==> config.mk <==
export PLATFORM = sky130hd
export DESIGN_NAME = hics_ctrl
export DESIGN_NICKNAME = d
export VERILOG_FILES = /design/src/hics_pkg.sv /design/src/hics_ctrl.sv
export SDC_FILE = /design/constraint.sdc
export NUM_CORES = 1
export LEC_CHECK = 0
export ABC_CLOCK_PERIOD_IN_PS = 2600
export BUFFER_PORTS_ARGS = -buffer_cell sky130_fd_sc_hd__clkbuf_2
export CAP_MARGIN = 20
export CORE_MARGIN = 1
export CORE_UTILIZATION = 35
export DETAILED_ROUTE_END_ITERATION = 6
export GPL_ROUTABILITY_DRIVEN = 0
export PLACE_DENSITY = 0.64
export SLEW_MARGIN = 20
export SYNTH_ARGS = -nofsm -noshare
export SYNTH_HDL_FRONTEND = slang
export SYNTH_SLANG_ARGS = --single-unit
==> constraint.sdc <==
create_clock -name clk -period 2.6 [get_ports clk]
set_clock_uncertainty 0.1 [all_clocks]
set_input_delay 0.52 -clock clk [delete_from_list [all_inputs] [get_ports clk]]
set_output_delay 0.52 -clock clk [all_outputs]
set_load 0.01 [all_outputs]
==> src/hics_pkg.sv <==
// Shared constants, codes and controller/datapath types for the histogram sampler.
package hics_pkg;

	// Table geometry.
	localparam int MAX_BINS = 256;
	localparam int DEPTH    = MAX_BINS + 1;
	localparam int IDX_W    = $clog2(DEPTH);
	localparam int CNT_W    = $clog2(DEPTH + 1);
	localparam int BIN_W    = 9;

	// Fixed-point widths.
	localparam int BND_W = 32;
	localparam int CUM_W = 64;
	localparam int CDF_W = 33;

	// Probability one in Q1.32.
	localparam logic [CDF_W-1:0] CDF_ONE = {1'b1, 32'h0};

	// Request action codes.
	typedef enum logic [1:0] {
		ACT_START  = 2'd0,
		ACT_APPEND = 2'd1,
		ACT_QUERY  = 2'd2,
		ACT_NOP    = 2'd3
	} action_t;

	// Result status codes.
	typedef enum logic [1:0] {
		STAT_OK        = 2'd0,
		STAT_NOT_READY = 2'd1,
		STAT_ZERO_BIN  = 2'd2,
		STAT_FULL      = 2'd3
	} status_t;

	// Datapath operations, one per cycle.
	typedef enum logic [5:0] {
		OP_NOP,
		OP_ACCEPT,
		OP_START_TABLE,
		OP_SET_NOT_READY,
		OP_SET_ZERO_BIN,
		OP_SET_FULL,
		OP_CAP_TOP,
		OP_CAP_B0,
		OP_CDF_FULL,
		OP_SRCH_INIT,
		OP_SRCH_X,
		OP_SRCH_C,
		OP_CAP_LO,
		OP_CAP_HI,
		OP_WIDTH,
		OP_DIV_H,
		OP_CAP_H,
		OP_DIV_PDF,
		OP_CAP_PDF,
		OP_MUL_AREA,
		OP_AREA,
		OP_DIV_CDF,
		OP_CAP_CDF,
		OP_LIM_B0,
		OP_SEL_AREA,
		OP_SEL_TOTAL,
		OP_MUL_RHI,
		OP_MUL_RLO,
		OP_R_SUM,
		OP_DIV_F,
		OP_CAP_F,
		OP_MUL_OFF,
		OP_DRAWN,
		OP_APP_BND,
		OP_MUL_APP,
		OP_APP_WRITE,
		OP_OUT_LOAD
	} dp_op_t;

	// Read address source for both stores.
	typedef enum logic [2:0] {
		RD_ZERO,
		RD_LAST,
		RD_MID,
		RD_LO,
		RD_LO1
	} rd_sel_t;

	typedef struct packed {
		dp_op_t  op;
		rd_sel_t rd;
	} dp_cmd_t;

	typedef struct packed {
		action_t action;
		logic    n_zero;
		logic    n_lt2;
		logic    n_full;
		logic    total_zero;
		logic    in_range;
		logic    x_ge_top;
		logic    x_le_b0;
		logic    use_limit;
		logic    area_zero;
		logic    srch_more;
		logic    div_done;
		logic    out_free;
	} dp_sts_t;

	// Controller states.
	typedef enum logic [5:0] {
		S_IDLE,
		S_DISPATCH,
		S_APP_CAP,
		S_APP_BND,
		S_APP_MUL,
		S_APP_WR,
		S_Q_TOP,
		S_Q_B0,
		S_Q_CHECK,
		S_XS_ISSUE,
		S_XS_CMP,
		S_XB_CAPLO,
		S_XB_CAPHI,
		S_XB_WIDTH,
		S_XH_START,
		S_XH_WAIT,
		S_XP_START,
		S_XP_WAIT,
		S_XA_MUL,
		S_XA_SUM,
		S_XC_START,
		S_XC_WAIT,
		S_SMP,
		S_D_RHI,
		S_D_RLO,
		S_D_RSUM,
		S_CS_ISSUE,
		S_CS_CMP,
		S_DB_CAPLO,
		S_DB_CAPHI,
		S_DB_WIDTH,
		S_DF_START,
		S_DF_WAIT,
		S_DM_MUL,
		S_DM_SUM,
		S_DONE
	} ctrl_state_t;

endpackage

==> src/hics_ctrl.sv <==
// Controller state machine sequencing loads and queries over the datapath.
module hics_ctrl (
	input  logic              clk,
	input  logic              arst_n,
	input  logic              in_valid,
	output logic              in_ready,
	input  hics_pkg::dp_sts_t sts,
	output hics_pkg::dp_cmd_t cmd
);

	hics_pkg::ctrl_state_t state_q;
	hics_pkg::ctrl_state_t state_nxt;

	// State register.
	always_ff @(posedge clk or negedge arst_n) begin
		if (!arst_n) begin
			state_q <= hics_pkg::S_IDLE;
		end else begin
			state_q <= state_nxt;
		end
	end

	// Next state and datapath commands.
	always_comb begin
		state_nxt = state_q;
		in_ready  = 1'b0;
		cmd.op    = hics_pkg::OP_NOP;
		cmd.rd    = hics_pkg::RD_ZERO;
		case (state_q)
			hics_pkg::S_IDLE: begin
				in_ready = 1'b1;
				if (in_valid) begin
					cmd.op    = hics_pkg::OP_ACCEPT;
					state_nxt = hics_pkg::S_DISPATCH;
				end
			end
			hics_pkg::S_DISPATCH: begin
				cmd.rd = hics_pkg::RD_LAST;
				case (sts.action)
					hics_pkg::ACT_START: begin
						cmd.op    = hics_pkg::OP_START_TABLE;
						state_nxt = hics_pkg::S_DONE;
					end
					hics_pkg::ACT_APPEND: begin
						if (sts.n_zero) begin
							cmd.op    = hics_pkg::OP_SET_NOT_READY;
							state_nxt = hics_pkg::S_DONE;
						end else if (sts.n_full) begin
							cmd.op    = hics_pkg::OP_SET_FULL;
							state_nxt = hics_pkg::S_DONE;
						end else begin
							state_nxt = hics_pkg::S_APP_CAP;
						end
					end
					hics_pkg::ACT_QUERY: begin
						if (sts.n_lt2) begin
							cmd.op    = hics_pkg::OP_SET_NOT_READY;
							state_nxt = hics_pkg::S_DONE;
						end else begin
							state_nxt = hics_pkg::S_Q_TOP;
						end
					end
					default: begin
						state_nxt = hics_pkg::S_DONE;
					end
				endcase
			end

			// Append: read the last entry, clamp, accumulate, write.
			hics_pkg::S_APP_CAP: begin
				cmd.op    = hics_pkg::OP_CAP_LO;
				state_nxt = hics_pkg::S_APP_BND;
			end
			hics_pkg::S_APP_BND: begin
				cmd.op    = hics_pkg::OP_APP_BND;
				state_nxt = hics_pkg::S_APP_MUL;
			end
			hics_pkg::S_APP_MUL: begin
				cmd.op    = hics_pkg::OP_MUL_APP;
				state_nxt = hics_pkg::S_APP_WR;
			end
			hics_pkg::S_APP_WR: begin
				cmd.op    = hics_pkg::OP_APP_WRITE;
				state_nxt = hics_pkg::S_DONE;
			end

			// Query: fetch the table's ends.
			hics_pkg::S_Q_TOP: begin
				cmd.op    = hics_pkg::OP_CAP_TOP;
				cmd.rd    = hics_pkg::RD_ZERO;
				state_nxt = hics_pkg::S_Q_B0;
			end
			hics_pkg::S_Q_B0: begin
				cmd.op    = hics_pkg::OP_CAP_B0;
				state_nxt = hics_pkg::S_Q_CHECK;
			end
			hics_pkg::S_Q_CHECK: begin
				if (sts.total_zero) begin
					cmd.op    = hics_pkg::OP_SET_ZERO_BIN;
					state_nxt = hics_pkg::S_DONE;
				end else if (sts.in_range) begin
					cmd.op    = hics_pkg::OP_SRCH_INIT;
					state_nxt = hics_pkg::S_XS_ISSUE;
				end else begin
					if (sts.x_ge_top) begin
						cmd.op = hics_pkg::OP_CDF_FULL;
					end
					state_nxt = hics_pkg::S_SMP;
				end
			end

			// Search for the bin holding x.
			hics_pkg::S_XS_ISSUE: begin
				if (sts.srch_more) begin
					cmd.rd    = hics_pkg::RD_MID;
					state_nxt = hics_pkg::S_XS_CMP;
				end else begin
					cmd.rd    = hics_pkg::RD_LO;
					state_nxt = hics_pkg::S_XB_CAPLO;
				end
			end
			hics_pkg::S_XS_CMP: begin
				cmd.op    = hics_pkg::OP_SRCH_X;
				state_nxt = hics_pkg::S_XS_ISSUE;
			end
			hics_pkg::S_XB_CAPLO: begin
				cmd.op    = hics_pkg::OP_CAP_LO;
				cmd.rd    = hics_pkg::RD_LO1;
				state_nxt = hics_pkg::S_XB_CAPHI;
			end
			hics_pkg::S_XB_CAPHI: begin
				cmd.op    = hics_pkg::OP_CAP_HI;
				state_nxt = hics_pkg::S_XB_WIDTH;
			end
			hics_pkg::S_XB_WIDTH: begin
				cmd.op    = hics_pkg::OP_WIDTH;
				state_nxt = hics_pkg::S_XH_START;
			end

			// Density, then normalised density.
			hics_pkg::S_XH_START: begin
				cmd.op    = hics_pkg::OP_DIV_H;
				state_nxt = hics_pkg::S_XH_WAIT;
			end
			hics_pkg::S_XH_WAIT: begin
				if (sts.div_done) begin
					cmd.op    = hics_pkg::OP_CAP_H;
					state_nxt = hics_pkg::S_XP_START;
				end
			end
			hics_pkg::S_XP_START: begin
				cmd.op    = hics_pkg::OP_DIV_PDF;
				state_nxt = hics_pkg::S_XP_WAIT;
			end
			hics_pkg::S_XP_WAIT: begin
				if (sts.div_done) begin
					cmd.op    = hics_pkg::OP_CAP_PDF;
					state_nxt = hics_pkg::S_XA_MUL;
				end
			end

			// Cumulative area at x and the cdf.
			hics_pkg::S_XA_MUL: begin
				if (sts.x_ge_top) begin
					cmd.op    = hics_pkg::OP_CDF_FULL;
					state_nxt = hics_pkg::S_SMP;
				end else begin
					cmd.op    = hics_pkg::OP_MUL_AREA;
					state_nxt = hics_pkg::S_XA_SUM;
				end
			end
			hics_pkg::S_XA_SUM: begin
				cmd.op    = hics_pkg::OP_AREA;
				state_nxt = hics_pkg::S_XC_START;
			end
			hics_pkg::S_XC_START: begin
				cmd.op    = hics_pkg::OP_DIV_CDF;
				state_nxt = hics_pkg::S_XC_WAIT;
			end
			hics_pkg::S_XC_WAIT: begin
				if (sts.div_done) begin
					cmd.op    = hics_pkg::OP_CAP_CDF;
					state_nxt = hics_pkg::S_SMP;
				end
			end

			// Choose the sampling span.
			hics_pkg::S_SMP: begin
				if (sts.use_limit && !sts.x_ge_top) begin
					if (sts.x_le_b0) begin
						cmd.op    = hics_pkg::OP_LIM_B0;
						state_nxt = hics_pkg::S_DONE;
					end else if (sts.area_zero) begin
						cmd.op    = hics_pkg::OP_SET_ZERO_BIN;
						state_nxt = hics_pkg::S_DONE;
					end else begin
						cmd.op    = hics_pkg::OP_SEL_AREA;
						state_nxt = hics_pkg::S_D_RHI;
					end
				end else begin
					cmd.op    = hics_pkg::OP_SEL_TOTAL;
					state_nxt = hics_pkg::S_D_RHI;
				end
			end

			// Scale the uniform number onto the span.
			hics_pkg::S_D_RHI: begin
				cmd.op    = hics_pkg::OP_MUL_RHI;
				state_nxt = hics_pkg::S_D_RLO;
			end
			hics_pkg::S_D_RLO: begin
				cmd.op    = hics_pkg::OP_MUL_RLO;
				state_nxt = hics_pkg::S_D_RSUM;
			end
			hics_pkg::S_D_RSUM: begin
				cmd.op    = hics_pkg::OP_R_SUM;
				state_nxt = hics_pkg::S_CS_ISSUE;
			end

			// Search for the bin holding the scaled number.
			hics_pkg::S_CS_ISSUE: begin
				if (sts.srch_more) begin
					cmd.rd    = hics_pkg::RD_MID;
					state_nxt = hics_pkg::S_CS_CMP;
				end else begin
					cmd.rd    = hics_pkg::RD_LO;
					state_nxt = hics_pkg::S_DB_CAPLO;
				end
			end
			hics_pkg::S_CS_CMP: begin
				cmd.op    = hics_pkg::OP_SRCH_C;
				state_nxt = hics_pkg::S_CS_ISSUE;
			end
			hics_pkg::S_DB_CAPLO: begin
				cmd.op    = hics_pkg::OP_CAP_LO;
				cmd.rd    = hics_pkg::RD_LO1;
				state_nxt = hics_pkg::S_DB_CAPHI;
			end
			hics_pkg::S_DB_CAPHI: begin
				cmd.op    = hics_pkg::OP_CAP_HI;
				state_nxt = hics_pkg::S_DB_WIDTH;
			end
			hics_pkg::S_DB_WIDTH: begin
				cmd.op    = hics_pkg::OP_WIDTH;
				state_nxt = hics_pkg::S_DF_START;
			end

			// Fraction within the bin and the drawn value.
			hics_pkg::S_DF_START: begin
				cmd.op    = hics_pkg::OP_DIV_F;
				state_nxt = hics_pkg::S_DF_WAIT;
			end
			hics_pkg::S_DF_WAIT: begin
				if (sts.div_done) begin
					cmd.op    = hics_pkg::OP_CAP_F;
					state_nxt = hics_pkg::S_DM_MUL;
				end
			end
			hics_pkg::S_DM_MUL: begin
				cmd.op    = hics_pkg::OP_MUL_OFF;
				state_nxt = hics_pkg::S_DM_SUM;
			end
			hics_pkg::S_DM_SUM: begin
				cmd.op    = hics_pkg::OP_DRAWN;
				state_nxt = hics_pkg::S_DONE;
			end

			// Hand the result to the output register once it is free.
			hics_pkg::S_DONE: begin
				if (sts.out_free) begin
					cmd.op    = hics_pkg::OP_OUT_LOAD;
					state_nxt = hics_pkg::S_IDLE;
				end
			end
			default: begin
				state_nxt = hics_pkg::S_IDLE;
			end
		endcase
	end

endmodule

==> metrics.csv, run 1 <==
stage,metric,value,unit
critical_path,R2R Path Start,state_q[0]$_DFFE_PN0P_,
cells_and_area,biggest regs,state_q x6,
yosys,Avg Inst Size Synth,6.478,µm²
timing,Final Cycle Share,101.1,%
power,Lkg Pwr,0.8167,nW
timing,RSZ-0062 raised after global routing,true,
yosys,"top cells by area, synth","dfrtp_1, a21oi_1, nor2_1, o21ai_0, nand2_1",
status,status,"finished, violations left",
grt,met3 Use GR,1.500,%
floorplanning,area of the core,4115,µm²
placed_design,Port Buffer Count,26,
yosys,leading area contributor after synthesis,dfrtp_1,
grt,total gr overflow,0,
detailed_routing,DR vias/cell,6.272,
yosys,most common cell in the netlist,nor2_1,
cells_and_area,Largest register FFs,6,
cells_and_area,fin cells,327,
yosys,Synth Net Count,258,
cells_and_area,Util after Layout,48.04,%
yosys,commonest register cell after synthesis,dfrtp_1,
detailed_routing,drt first pass iters,5,
clock_tree,Root Driver,clkbuf_8,
clock_tree,H-tree depth,1,
critical_path,CP Buf/Inv Count,1,
grt,met2 usage,39.95,%
grt,initial antenna violation count,0,
cells_and_area,Nets,300,
clock_tree,hold_buf cts,0,
critical_path,slowest CP cell,or4b_4,
placed_design,area post-placement,1821,µm²
critical_path,CP Max Fanout,6,
floorplanning,DIE AREA,4655,µm²
cells_and_area,FF+latch area,153.9,µm²
timing,fin worst setup slack,-0.02781,ns
floorplanning,Die W,68.23,µm
clock_tree,total CTS buffers,3,
detailed_routing,Total Wirelength,5568,µm
yosys,Yosys reg bits,6,
cells_and_area,Multi-input gate area,1294,µm²
cells_and_area,P&R area growth vs syn,28.77,%
yosys,cell count after synthesis,237,
yosys,YS warnings,0,
job,MaxCap Viol Count,0,
detailed_routing,DRC,0,
clock_tree,CTS Buffer Depth,2,
power,Max rail drop VDD,0.4742,mV
grt,met1 Use GR,34.65,%
critical_path,worst path arrival time,2.01,ns
critical_path,Critical Path Source,state_q[4]$_DFFE_PN0P_,
timing,Slew headroom,63.13,%
floorplanning,Chip Height,68.23,µm
detailed_routing,Antenna Nets Post-Route,0,
grt,first-pass GRT wire length,8776,µm
cells_and_area,Largest Register,state_q,
critical_path,CP top delay family,simple AND/OR/NAND/NOR gates,
clock_tree,"CTS clk-pin slew, worst paths",0.04,ns
placed_design,Cells after DPL,317,
clock_tree,Clock Sinks,6,
detailed_routing,number of DRC markers in iteration 0,206,
critical_path,Crit. End Element,output pin,
cells_and_area,Final Cell Area,1977,µm²
floorplanning,Core Rows,23,
grt,GRT busiest layer,met2,
placed_design,detailed placement HPWL,4253,µm
critical_path,CP Data Required Time,1.98,ns
yosys,synthesized area,1535,µm²
grt,largest net degree at the start of global routing,24,
clock_tree,Clock Latency Late Sink,0.22,ns
timing,final hold vios,0,
detailed_routing,via count,2051,
detailed_routing,wire per inst,17.03,µm
critical_path,crit-path max cell delay,0.59,ns
floorplanning,Initial Util,37.31,%
critical_path,critical-path cell list,or4b_4 > nor2_4 > a21oi_2 > o41ai_2 > a311o_1 > buf_2,
timing,worst slew pin tran,0.5481,ns
yosys,asr flop ratio synth,100.0,%
critical_path,kind of critical path,reg -> out,
cells_and_area,Ant. Diodes,0,
grt,vias in the first global route,1787,
yosys,post-synthesis sequential area ratio,9.780,%
yosys,Yosys top cell area share,9.780,%
status,failing checks,negative setup slack,
cells_and_area,number of fill cells,416,
yosys,number of synthesized flops with an enable pin,0,
timing,crit path time final,2.628,ns
timing,Final Max Slew Viols,0,
yosys,Synth cell types,59,
floorplanning,I/O Pins,27,
cells_and_area,share of cells above drive strength 1,31.77,%
timing,Finish-stage setup viols,1,
timing,fmax,380.5,MHz
yosys,synth cell count leaders,"nor2_1, a21oi_1, o21ai_0, nand2_1",
critical_path,CP Launch Type,register,
clock_tree,CTS tree,done,
power,PwrDens,1211,nW/µm²
grt,All-Layer GR Usage,24.91,%
worst_hold_path,Hold WC Path Type,in -> async,
worst reg2reg max path, delay by kind of cell, from the launching register on:
family                 cells  cell delay (ns)
AOI/OAI and AO/OA          1             0.05
buffers and inverters      3             0.53
and+or+nand+nor            4             0.99
DFF                        1             0.45
through the flow:
stage          TNS [ns]  setup slack [ns]  power [mW]  hold slack [ns]
2_1_floorplan         0            0.2581       1.431           0.1244
3_3_place_gp          0            0.1258       2.042           0.2528
3_5_place_dp          0            0.1166       2.038           0.2505
4_1_cts        -0.04188          -0.02953       2.214          0.01709
5_1_grt         -0.1816          -0.08199       2.566          0.01787
6_report       -0.02781          -0.02781       2.395          0.01727
path summary, 6_finish.rpt:
path / slack [ns] / to / depth (start not counted)
setup / recovery: -0.03 / cmd[7] / 6
min in group clk: 0.52 / state_q[2]$_DFFE_PN0P_ / 2
setup reg to reg: 0.35 / state_q[1]$_DFFE_PN0P_ / 8
max in group asynchronous: 2.22 / state_q[0]$_DFFE_PN0P_ / 1
hold / removal: 0.02 / state_q[2]$_DFFE_PN0P_ / 1
hold reg to reg: 0.52 / state_q[2]$_DFFE_PN0P_ / 2
what timing repair did:
item,CTS,global route
pin swaps,2,3
gates resized for setup,8,16
buffers inserted,1,6
endpoints found under the hold margin,0,0
setup endpoints to repair,5,5
layout make-up:
type                            instances  share of cell area (%)
Multi-Input combinational cell        199                   65.44
Tap cell                               50                   3.165
Inverter                               11                   2.278
Sequential cell                         6                   7.785
Timing Repair Buffer                   58                   19.24
Clock buffer                            3                   2.089
cells by family (layout without fill, tap and decap cells):
| group | count (synthesis) | after routing | share of synthesized area (%) |
|---|---|---|---|
| and+or+nand+nor | 107 | 107 | 38.71 |
| AOI/OAI and AO/OA | 82 | 82 | 34.80 |
| adders and majority gates | 4 | 4 | 3.260 |
| DFF | 6 | 6 | 9.780 |
| muxes | 2 | 2 | 1.467 |
| xor gates and xnor gates | 4 | 4 | 2.282 |
| buffers and inverters | 32 | 72 | 9.698 |
routing by layer:
metal	vias to the layer above	share of wire [%]
met4	0	4.0
met2	133	46
li1	961	-
met5	-	0
met3	20	8.8
met1	937	41
layout by cell type (no fill, tap or decap), types with 3 or more instances in the layout:
cell,instances
clkbuf_8,3
nand2_1,15
nand4_1,3
nand2b_1,7
and2_1,3
o22ai_1,6
o21ai_0,18
dfrtp_2,3
dfrtp_1,3
a31oi_1,6
ha_1,4
buf_2,5
nor2_1,28
o211ai_1,4
buf_4,30
clkbuf_2,22
a21oi_1,21
nor3_1,10
inv_1,10
nand3_1,3
a22oi_1,3
nor2b_1,7
power breakdown:
group / internal [mW] / switching, mW / total (mW)
Combinational: 0.877 / 1.18 / 2.06
Sequential: 0.144 / 0.0583 / 0.202
Clock: 0.0993 / 0.0376 / 0.137
Total: 1.12 / 1.27 / 2.39
Power figures use the tool's default switching activity.
==> run 2: changes to the inputs <==
Settings changed: RECOVER_POWER set to 25.
==> metrics.csv, run 2 (synthesis gave the netlist of run 1 again) <==
stage,metric,value,unit
status,status,"finished, violations left",
status,failing checks,negative setup slack,
critical_path,Crit. End Element,output pin,
power,Lkg Pwr,0.8137,nW
clock_tree,Root Driver,clkbuf_8,
timing,RSZ-0062 raised after global routing,true,
detailed_routing,DR vias/cell,6.272,
detailed_routing,via count,2051,
grt,total gr overflow,0,
floorplanning,Core Rows,23,
cells_and_area,"most common cell after layout, fill and taps aside",buf_4,
timing,hold_ws,0.05961,ns
job,MaxCap Viol Count,0,
cells_and_area,Largest Register,state_q,
clock_tree,total CTS buffers,3,
clock_tree,CTS tree,done,
critical_path,CP Max Fanout,6,
detailed_routing,number of DRC markers in iteration 0,206,
timing,Finish-stage setup viols,1,
timing,fmax,380.5,MHz
critical_path,worst path arrival time,2.01,ns
clock_tree,H-tree depth,1,
critical_path,kind of critical path,reg -> out,
timing,crit path time final,2.628,ns
clock_tree,CTS Buffer Depth,2,
clock_tree,Clock Sinks,6,
timing,Final Cycle Share,101.1,%
detailed_routing,Antenna Nets Post-Route,0,
timing,fin worst setup slack,-0.02781,ns
cells_and_area,biggest regs,state_q x6,
clock_tree,Clock Latency Late Sink,0.22,ns
timing,Final Max Slew Viols,0,
grt,first-pass GRT wire length,8776,µm
placed_design,detailed placement HPWL,4253,µm
detailed_routing,drt first pass iters,5,
worst_hold_path,Hold WC Path Type,in -> async,
cells_and_area,share of cells above drive strength 1,31.41,%
detailed_routing,met3 WL,488,µm
clock_tree,"CTS clk-pin slew, worst paths",0.04,ns
detailed_routing,wire per inst,17.02,µm
detailed_routing,max layer used,met4,
floorplanning,area of the core,4115,µm²
grt,initial antenna violation count,0,
detailed_routing,WL met2,2590,µm
cells_and_area,P&R area growth vs syn,28.69,%
grt,vias in the first global route,1787,
detailed_routing,Total Wirelength,5567,µm
floorplanning,Die W,68.23,µm
power,PwrDens,1212,nW/µm²
cells_and_area,"commonest cells after routing, fill and taps aside","buf_4, nor2_1, a21oi_1, clkbuf_2, o21ai_0",
cells_and_area,fin cells,327,
critical_path,CP Launch Type,register,
floorplanning,Chip Height,68.23,µm
grt,All-Layer GR Usage,24.91,%
floorplanning,I/O Pins,27,
critical_path,CP Data Required Time,1.98,ns
clock_tree,hold_buf cts,0,
cells_and_area,Ant. Diodes,0,
timing,worst slew pin tran,0.5481,ns
floorplanning,DIE AREA,4655,µm²
power,Max rail drop VDD,0.4742,mV
detailed_routing,met1 WL,2268,µm
cells_and_area,Largest register FFs,6,
detailed_routing,DRC,0,
cells_and_area,Nets,300,
timing,Slew headroom,63.13,%
placed_design,Port Buffer Count,26,
cells_and_area,Util after Layout,48.01,%
floorplanning,Initial Util,37.31,%
placed_design,Cells after DPL,317,
grt,largest net degree at the start of global routing,24,
timing,final hold vios,0,
## run 2: changes by cell type in the layout (fill, tap and decap cells not counted)
cell / delta
clkbuf_2: -1
clkbuf_1: +1
## run 2: per-stage QoR
| step | setup TNS [ns] | power, mW | setup slack, ns | instance area, µm² |
|---|---|---|---|---|
| floorplan | 0 | 1.431 | 0.2581 | 1535 |
| CTS | -0.04188 | 2.214 | -0.02953 | 1892 |
| detailed placement | 0 | 2.038 | 0.1166 | 1821 |
| finish | -0.02781 | 2.395 | -0.02781 | 1976 |
| global placement | 0 | 2.042 | 0.1258 | 1821 |
| global route | -0.1816 | 2.566 | -0.08199 | 1976 |
## run 2: critical path: stages, from the launching register on
cell and delay [ns]:
dfrtp_2 0.45, or4b_4 0.59, nor2_4 0.12, a21oi_2 0.07
o41ai_2 0.28, a311o_1 0.16, buf_2 0.12
## run 2: metal layers
layer / track usage [%] / up-vias
met5: 0 / -
met4: 9.115 / 0
met3: 1.500 / 20
met2: 39.95 / 133
met1: 34.65 / 937
li1: - / 961
## run 2: report_power, final
group,switching [mW],internal [mW],total [mW]
Clock,0.0376,0.0993,0.137
Combinational,1.18,0.876,2.06
Sequential,0.0583,0.144,0.202
Total,1.27,1.12,2.39
## run 2: repair_timing
action,CTS,global route
gates resized for setup,8,16
pin swaps,2,3
setup buffers,1,6
endpoints found under the hold margin,0,0
setup endpoints to repair,5,5
## run 2: worst paths after layout
path | slack [ns] | endpoint | startpoint | depth (start not counted)
hold reg to reg | 0.52 | state_q[2]$_DFFE_PN0P_ | state_q[2]$_DFFE_PN0P_ | 2
min in group clk | 0.52 | state_q[2]$_DFFE_PN0P_ | state_q[2]$_DFFE_PN0P_ | 2
hold / removal | 0.06 | state_q[2]$_DFFE_PN0P_ | arst_n | 1
setup reg to reg | 0.35 | state_q[1]$_DFFE_PN0P_ | state_q[0]$_DFFE_PN0P_ | 8
max in group asynchronous | 2.09 | state_q[0]$_DFFE_PN0P_ | arst_n | 1
setup / recovery | -0.03 | cmd[7] | state_q[4]$_DFFE_PN0P_ | 6
## run 2: layout make-up
cell class	instances	area, µm²
fillers	417	2140
multi-input cells	199	1294
repair buffers	58	379.1
flip-flops and latches	6	153.9
well taps	50	62.56
inverters	11	45.04
clock buffers	3	41.29
==> run 3: changes to the inputs <==
Settings changed: ABC_CLOCK_PERIOD_IN_PS 2600 to 2700.
Clock period 2.6 ns to 2.7 ns, I/O delays scaled along.
==> metrics.csv, run 3 (synthesis gave the netlist of run 1 again) <==
stage,metric,value,unit
clock_tree,Root Driver,clkbuf_8,
critical_path,R2R setup slack,0.62,ns
timing,Finish-stage setup viols,1,
floorplanning,Chip Height,68.23,µm
critical_path,Critical Path End,cmd[3],
status,status,"finished, violations left",
clock_tree,CTS Buffer Depth,2,
floorplanning,Initial Util,37.31,%
critical_path,Worst R2R Path Depth,8,
cells_and_area,share of cells above drive strength 1,28.31,%
cells_and_area,Ant. Diodes,0,
detailed_routing,drt first pass iters,5,
cells_and_area,biggest regs,state_q x6,
power,Max rail drop VDD,0.4524,mV
critical_path,CP Max Fanout,7,
timing,fin worst setup slack,-0.02099,ns
detailed_routing,Antenna Nets Post-Route,0,
floorplanning,Die W,68.23,µm
critical_path,Crit. End Element,output pin,
cells_and_area,Nets,295,
grt,initial antenna violation count,0,
grt,total gr overflow,0,
detailed_routing,via count,2034,
timing,hold_ws,0.08385,ns
power,Lkg Pwr,0.7872,nW
critical_path,CP Data Required Time,2.06,ns
critical_path,crit-path max cell delay,0.55,ns
grt,All-Layer GR Usage,24.64,%
grt,first-pass GRT wire length,8576,µm
critical_path,CP Buf/Inv Count,2,
timing,final hold vios,0,
critical_path,CP Launch Type,register,
job,MaxCap Viol Count,0,
status,failing checks,negative setup slack,
clock_tree,hold_buf cts,0,
detailed_routing,WL met2,2455,µm
timing,worst slew pin tran,0.5064,ns
clock_tree,"CTS clk-pin slew, worst paths",0.04,ns
critical_path,kind of critical path,reg -> out,
placed_design,detailed placement HPWL,4211,µm
clock_tree,CTS tree,done,
cells_and_area,P&R area growth vs syn,24.69,%
clock_tree,H-tree depth,1,
clock_tree,total CTS buffers,3,
critical_path,R2R Path Start,state_q[2]$_DFFE_PN0P_,
placed_design,dpl ws,0.1347,ns
placed_design,Port Buffer Count,26,
detailed_routing,DRC,0,
detailed_routing,met1 WL,2185,µm
clock_tree,Clock Sinks,6,
timing,fmax,367.5,MHz
critical_path,critical-path cell list,buf_6 > or4bb_4 > or3_4 > o21ai_0 > nor2_1 > nand4_1 > buf_2,
timing,RSZ-0062 raised after global routing,true,
power,PwrDens,1152,nW/µm²
detailed_routing,number of DRC markers in iteration 0,179,
cells_and_area,"most common cell after layout, fill and taps aside",nor2_1,
timing,Slew headroom,65.80,%
clock_tree,Clock Latency Late Sink,0.22,ns
grt,vias in the first global route,1795,
floorplanning,DIE AREA,4655,µm²
floorplanning,area of the core,4115,µm²
timing,Final Max Slew Viols,0,
worst_hold_path,Hold WC Path Type,in -> async,
grt,largest net degree at the start of global routing,19,
critical_path,slowest CP cell,or4bb_4,
critical_path,Critical Path Source,state_q[4]$_DFFE_PN0P_,
floorplanning,Core Rows,23,
detailed_routing,met3 WL,506,µm
timing,Final Cycle Share,100.8,%
detailed_routing,wire per inst,16.86,µm
critical_path,worst path arrival time,2.08,ns
cells_and_area,Largest register FFs,6,
detailed_routing,DR vias/cell,6.317,
detailed_routing,Total Wirelength,5428,µm
cells_and_area,Largest Register,state_q,
timing,crit path time final,2.721,ns
critical_path,CP top delay family,simple AND/OR/NAND/NOR gates,
critical_path,CP Depth,7,
floorplanning,I/O Pins,27,
detailed_routing,max layer used,met4,
cells_and_area,"commonest cells after routing, fill and taps aside","nor2_1, buf_4, clkbuf_2",
critical_path,RR Endpoint,state_q[1]$_DFFE_PN0P_,
## run 3: cell count changes in the layout (fill, tap and decap cells not counted), sizes merged
cell / delta
buf: -6
clkbuf: +1
clkinvlp: -1
inv: +1
## run 3: how the worst min path moves through the flow
stage / start / end / cells past startpoint
3_3_place_gp: arst_n / state_q[0]$_DFFE_PN0P_ / 1
6_report: arst_n / state_q[0]$_DFFE_PN0P_ / 1
2_1_floorplan: arst_n / state_q[0]$_DFFE_PN0P_ / 0
5_1_grt: arst_n / state_q[1]$_DFFE_PN0P_ / 1
4_1_cts: arst_n / state_q[0]$_DFFE_PN0P_ / 1
3_5_place_dp: arst_n / state_q[0]$_DFFE_PN0P_ / 1
## run 3: timing repair
| action | CTS | global route |
|---|---|---|
| setup endpoints to repair | 4 | 5 |
| resized for setup | 6 | 14 |
| pin swaps | 0 | 7 |
| setup buffers | 0 | 3 |
| cloned | 0 | 0 |
## run 3: metal layers
metal,track usage [%],vias to the layer above
met4,11.46,0
met1,32.34,928
met2,38.60,132
met3,4.500,24
li1,-,950
met5,0,-
## run 3: final cells by class
class / instances / area, µm²
tap: 50 / 62.56
multi-input combinational: 199 / 1280
inverter: 11 / 41.29
sequential: 6 / 153.9
fill: 404 / 2201
clock buffer: 3 / 41.29
timing repair buffer: 53 / 335.3
## run 3: through the flow
stage | cell area [µm²] | power, mW | setup TNS [ns] | util, % | instances
after floorplan | 1535 | 1.378 | 0 | - | 237
after detailed placement | 1800 | 1.941 | 0 | 43.75 | 316
after global routing | 1914 | 2.367 | -0.1366 | 46.52 | 322
final | 1914 | 2.205 | -0.02099 | 46.52 | 322
after global placement | 1800 | 1.946 | 0 | 43.75 | 316
after CTS | 1858 | 2.102 | 0 | 45.15 | 319
## run 3: where the power goes
| part | switching, mW | internal [mW] |
|---|---|---|
| clock | 0.0371 | 0.0957 |
| sequential | 0.0883 | 0.139 |
| combinational | 1.07 | 0.778 |
| total | 1.19 | 1.01 |
